$ cat config.mk
export PLATFORM = sky130hd
export DESIGN_NAME = act_mul
export DESIGN_NICKNAME = d
export VERILOG_FILES = /design/src/hdl/act_pkg.sv /design/src/hdl/act_mul.sv
export SDC_FILE = /design/constraint.sdc
export NUM_CORES = 2
export LEC_CHECK = 0
export BUFFER_PORTS_ARGS = -buffer_cell sky130_fd_sc_hd__buf_2
export CAP_MARGIN = 0
export CORE_ASPECT_RATIO = 2
export CORE_UTILIZATION = 60
export CTS_CLUSTER_SIZE = 10
export DETAILED_ROUTE_END_ITERATION = 12
export PLACE_DENSITY = 0.81
export SETUP_SLACK_MARGIN = 0.4
export SLEW_MARGIN = 20
export SYNTH_ARGS = -nofsm -noshare
export SYNTH_HDL_FRONTEND = slang
export SYNTH_SLANG_ARGS = --single-unit
$ cat constraint.sdc
create_clock -name clk -period 7.1 [get_ports clk]
set_clock_uncertainty 0.15 [all_clocks]
set_input_delay 0 -clock clk [delete_from_list [all_inputs] [get_ports clk]]
set_output_delay 0 -clock clk [all_outputs]
set_load 0.03 [all_outputs]
$ cat src/hdl/act_pkg.sv
// ----------------------------------------------------------------------------
// act_pkg
// shared types and constants for the arbitrage cycle tracker
// ----------------------------------------------------------------------------
package act_pkg;

    localparam int NUM_PAIRS_DEF      = 64;
    localparam int NUM_CYCLES_DEF     = 256;
    localparam int CYCLE_LEN_DEF      = 4;
    localparam int RATE_FRAC_BITS_DEF = 20;

    localparam int FUNC_W  = 2;
    localparam int PAIR_W  = 6;
    localparam int RATE_W  = 32;
    localparam int CYCLE_W = 8;
    localparam int SLOT_W  = 2;
    localparam int CFG_W   = 9;

    typedef enum logic [FUNC_W-1:0] {
        FUNC_LOAD   = 2'd0,
        FUNC_UPDATE = 2'd1,
        FUNC_QUERY  = 2'd2,
        FUNC_NONE   = 2'd3
    } func_t;

    typedef enum logic [3:0] {
        ST_IDLE,
        ST_START,
        ST_MRD,
        ST_MWAIT,
        ST_SLOT,
        ST_RWAIT,
        ST_MUL,
        ST_WB,
        ST_PRD,
        ST_PWAIT,
        ST_CMP,
        ST_NEXT,
        ST_DONE
    } state_t;

endpackage

$ cat src/hdl/act_mul.sv
// ----------------------------------------------------------------------------
// act_mul
// registered 32x32 unsigned multiplier shared by profit and query work
// ----------------------------------------------------------------------------
module act_mul (
    input  logic                       clk,
    input  logic [act_pkg::RATE_W-1:0] a,
    input  logic [act_pkg::RATE_W-1:0] b,
    output logic [2*act_pkg::RATE_W-1:0] p
);
    import act_pkg::*;

    logic [2*RATE_W-1:0] p_reg;

    always_ff @(posedge clk)
    begin
        p_reg <= 64'(a) * 64'(b);
    end

    assign p = p_reg;
endmodule

==> impl_metrics.py, run 1 <==
metrics = {
    "synthesis": {
        "synth_area_leaders": "fa_1 (52%), and2_1 (11%), ha_1 (9.5%), inv_1 (9.4%), nand2_1 (5.2%)",
        "synth_enable_flop_cells": 0,
        "synth.top_cell.area_share": 0.5173,
        "yosys.area.top_type": "fa_1",
        "synth.ff_latch_count": 64,
        "syn-cell-area_sq_um": 34680,
        "syn_nets": 4972,
        "synthFlopType": "dfxtp_1",
        "async_reset_ff_frac": 0,
        "syn-mean-instance-area_sq_um": 9.252,
        "synth_cell_types": 57,
        "yosys_warnings": 0,
        "ys_seq_area_frac": 0.03695,
        "synthCells": 3748,
    },
    "cts": {
        "cts.sinks": 64,
        "cts_htree_levels": 3,
        "cts-buffers-inserted": 9,
        "cts_root_buffer": "clkbuf_16",
        "cts_max_path_buffers": 2,
    },
    "die": {
        "start_util": 0.6073,
        "die_h_um": 342.0,
        "ios": 129,
        "rows": 124,
        "die_x_um": 172.0,
    },
    "place": {
        "placed_area_sq_um": 38050,
        "port_buffers": 128,
        "hpwl_um": 95160,
        "gp_congestion": 1.018,
    },
    "global_route": {
        "grt_pass1_wl_um": 206900,
        "grt_start_max_net_pins": 32,
        "track_usage": 0.4911,
        "gr-total-overflow": 41,
        "grt_pass1_vias": 33820,
    },
    "outcome": {
        "toolErrorMsg": "[ERROR GRT-0116] Global routing finished with congestion. Check the congestion regions in the DRC Viewer.",
        "status": "did not finish",
        "haltStage": "5_1_grt",
    },
}
[logic make-up after synthesis]
| group | share of synthesized area |
|---|---|
| AO/OA/AOI/OAI | 0.04153 |
| XOR/XNOR | 0.01515 |
| adder cells (fa/ha/maj) | 0.6122 |
| buffers and inverters | 0.1177 |
| flip-flops | 0.03695 |
| multiplexers | 0.0002887 |
| AND/OR/NAND/NOR | 0.1762 |
[metal layers]
metal	GRT usage	overflow
met5	0.04774	0
met1	0.4508	0
met4	0.5295	19
met3	0.2680	0
met2	0.7224	22
[through the flow]
stage / hold WS [ps] / utilization / std cells / worst slack (ps)
CTS: 81.45 / 0.6865 / 4753 / 225.4
detailed placement: 286.5 / 0.6665 / 4720 / -419.7
global placement: 285.8 / 0.6665 / 4720 / -334.9
floorplan: -22.71 / - / 3748 / 358.0
[timing repair]
| item | in CTS |
|---|---|
| hold endpoints to repair | 1 |
| setup endpoints to repair | 23 |
| pin swaps | 84 |
| hold buffers | 1 |
| gates cloned | 7 |
| setup buffers | 10 |
| gates resized for setup | 138 |
[synthesized netlist by cell type (20+ instances only)]
cell,instances
a21o_1,40
a21oi_1,63
and2_1,602
clkbuf_1,213
dfxtp_1,64
fa_1,896
ha_1,263
inv_1,865
nand2_1,480
nand4_1,23
nor2_1,20
o21ai_0,21
xnor2_1,35
xor2_1,25
==> run 2, diff against run 1 <==
--- a/config.mk
+++ b/config.mk
@@ -7,12 +7,9 @@
 export LEC_CHECK = 0
 export BUFFER_PORTS_ARGS = -buffer_cell sky130_fd_sc_hd__buf_2
 export CAP_MARGIN = 0
-export CORE_ASPECT_RATIO = 2
-export CORE_UTILIZATION = 60
-export CTS_CLUSTER_SIZE = 10
+export CORE_UTILIZATION = 40
 export DETAILED_ROUTE_END_ITERATION = 12
-export PLACE_DENSITY = 0.81
-export SETUP_SLACK_MARGIN = 0.4
+export PLACE_DENSITY_LB_ADDON = 0.15
 export SLEW_MARGIN = 20
 export SYNTH_ARGS = -nofsm -noshare
 export SYNTH_HDL_FRONTEND = slang
==> constraint.sdc (replaced) <==
create_clock -name clk -period 9.23 [get_ports clk]
set_clock_uncertainty 0.15 [all_clocks]
set_input_delay 0 -clock clk [delete_from_list [all_inputs] [get_ports clk]]
set_output_delay 0 -clock clk [all_outputs]
set_load 0.03 [all_outputs]
==> run 2 against run 1 <==
  * The run now ends clean
  * Synthesized cell count did not move
  * Synthesized area did not move
==> impl_metrics.py, run 2 <==
metrics = {
    "outcome": {
        "status": "completed",
    },
    "synthesis": {
        "synthFlopType": "dfxtp_1",
        "yosys.area.top_type": "fa_1",
        "synth_area_leaders": "fa_1 (52%), and2_1 (11%), ha_1 (9.5%), inv_1 (9.4%), nand2_1 (5.2%)",
        "synth.top_cell.area_share": 0.5173,
        "synth.top_cells.by_count": "fa_1 (896), inv_1 (865), and2_1 (602)",
        "synth.ff_latch_count": 64,
        "synth_cell_types": 57,
        "syn-cell-area_sq_um": 34680,
        "syn_nets": 4972,
        "yosys_warnings": 0,
        "syn-mean-instance-area_sq_um": 9.252,
        "ys_seq_area_frac": 0.03695,
        "synthMostInstantiatedCell": "fa_1",
        "async_reset_ff_frac": 0,
        "synthCells": 3748,
        "synth_enable_flop_cells": 0,
    },
    "cts": {
        "hold_buffers": 0,
        "cts_max_path_buffers": 2,
        "cts.sinks": 64,
        "cts_root_buffer": "clkbuf_16",
        "cts-buffers-inserted": 9,
        "cts_setup_buffers": 0,
        "clk_pin_slew_worst_paths_ps": 60,
        "post_cts_resized": 0,
        "cts_tree": "built",
        "cts_htree_levels": 3,
    },
    "detailed_routing": {
        "routedWlPerCell_um": 20.69,
        "vias": 24270,
        "vias_per_cell": 5.017,
        "drt_wl_total_um": 100100,
        "ant_nets": 0,
        "drc_errors": 0,
        "first_pass_iters": 5,
        "drtIter0Drc": 1141,
    },
    "finish": {
        "layout-drive-gt1-share": 0.04877,
        "largest_register_ffs": 64,
        "final_cell_mix": "fa_1 (896), inv_1 (865), and2_1 (602), nand2_1 (480), ha_1 (263)",
        "layout_commonest_cell": "fa_1",
        "fill_cells": 8635,
        "nets": 4910,
        "syn_to_final_growth_pct": 4.842,
    },
    "timing": {
        "relSlewSlack": 0.3752,
        "finalSetupTns_ps": 0,
        "max_freq_mhz": 128.8,
        "min_period_over_period": 0.8411,
        "finalCriticalPeriod_ps": 7763,
        "setup_viol": 0,
        "hold_violations": 0,
        "rsz0062_at_grt": "no",
        "worstMarginPinSlew_ps": 937.2,
        "final-max-slew-violation-count": 0,
    },
    "global_route": {
        "grt_pass1_wl_um": 156000,
        "grt_pass1_vias": 26700,
        "antenna_found_initial": 6,
        "grt_start_max_net_pins": 33,
        "track_usage": 0.2385,
        "gr-total-overflow": 0,
    },
    "die": {
        "fp.dieArea_sq_um": 87870,
        "die_h_um": 296.4,
        "start_util": 0.4053,
        "coreArea_sq_um": 85550,
        "rows": 107,
        "ios": 129,
        "die_x_um": 296.4,
    },
    "place": {
        "gp_congestion": 0.8689,
        "hpwl_um": 80130,
        "port_buffers": 128,
    },
    "setup_path": {
        "worstPathMaxFanout": 32,
        "criticalPathCategory": "primary input to register",
        "cp-end-kind": "register",
        "crit_path_start_kind": "primary input",
        "crit_required_ps": 9370,
        "critical_path_arrival_ps": 7900,
    },
    "hold_path": {
        "hold_class": "primary input to register",
    },
    "run": {
        "drv_cap": 0,
    },
}
==> run 2: through the flow <==
stage / worst slack (ps) / hold WS [ps] / util / cells / area [sq um]
final: 1467 / 198.4 / 0.4250 / 4837 / 36350
after global routing: 1169 / 189.0 / 0.4250 / 4837 / 36350
after CTS: 1469 / 180.4 / 0.4249 / 4835 / 36350
after detailed placement: 1095 / 286.2 / 0.4215 / 4819 / 36060
after global placement: 1213 / 285.9 / 0.4215 / 4819 / 36060
after floorplan: 2327 / -22.71 / - / 3748 / 34680
==> run 2: worst paths after layout <==
path / start / end / slack [ps] / depth (start not counted)
max: a[19] / p[62] / 1470 / 21
min: a[0] / p[0] / 200 / 3
==> run 2: final cells by class <==
| type | instances | area (sq um) | share of cell area |
|---|---|---|---|
| inverters | 865 | 3247 | 0.08931 |
| clock inverters | 4 | 26.28 | 0.0007227 |
| well taps | 1144 | 1431 | 0.03937 |
| clock buffers | 12 | 266.5 | 0.007331 |
| repair buffers | 147 | 783.3 | 0.02154 |
| flip-flops and latches | 64 | 1281 | 0.03524 |
| diodes | 2 | 5.005 | 0.0001377 |
| multi-input cells | 2599 | 29310 | 0.8063 |
==> run 2: per-layer routing <==
layer / routed length, um / part of all wire / global-route usage
met5: 17 / 0.00017 / 0
met1: 39150 / 0.39 / 0.2871
met2: 53350 / 0.53 / 0.4403
met4: 3659 / 0.037 / 0.07971
met3: 3897 / 0.039 / 0.02563
==> run 2: logic make-up (layout without fill, tap and decap cells) <==
| family | Yosys count | count (layout) | synth area share |
|---|---|---|---|
| DFF | 64 | 64 | 0.03695 |
| xor gates and xnor gates | 60 | 60 | 0.01515 |
| and+or+nand+nor | 1177 | 1177 | 0.1762 |
| buffers and inverters | 1085 | 1028 | 0.1177 |
| AOI/OAI and AO/OA | 202 | 202 | 0.04153 |
| muxes | 1 | 1 | 0.0002887 |
| adders and majority gates | 1159 | 1159 | 0.6122 |
| other | 0 | 2 | 0 |
==> run 2: worst max-delay path, stage by stage <==
cell and delay [ps]:
buf_2 620, and2_1 250, fa_1 460, fa_1 600, inv_1 70, fa_1 510
fa_1 530, inv_1 60, fa_1 610, fa_1 450, fa_1 510, fa_1 430
ha_1 460, nand4_1 150, or4_1 560, or3_1 360, a31oi_1 490, a31o_2 310
a211oi_1 130, o21ai_1 180, xor2_1 150
Power of run 2 is not shown: default switching activity piles up to over one toggle a cycle in this logic, so the estimate is an artifact.
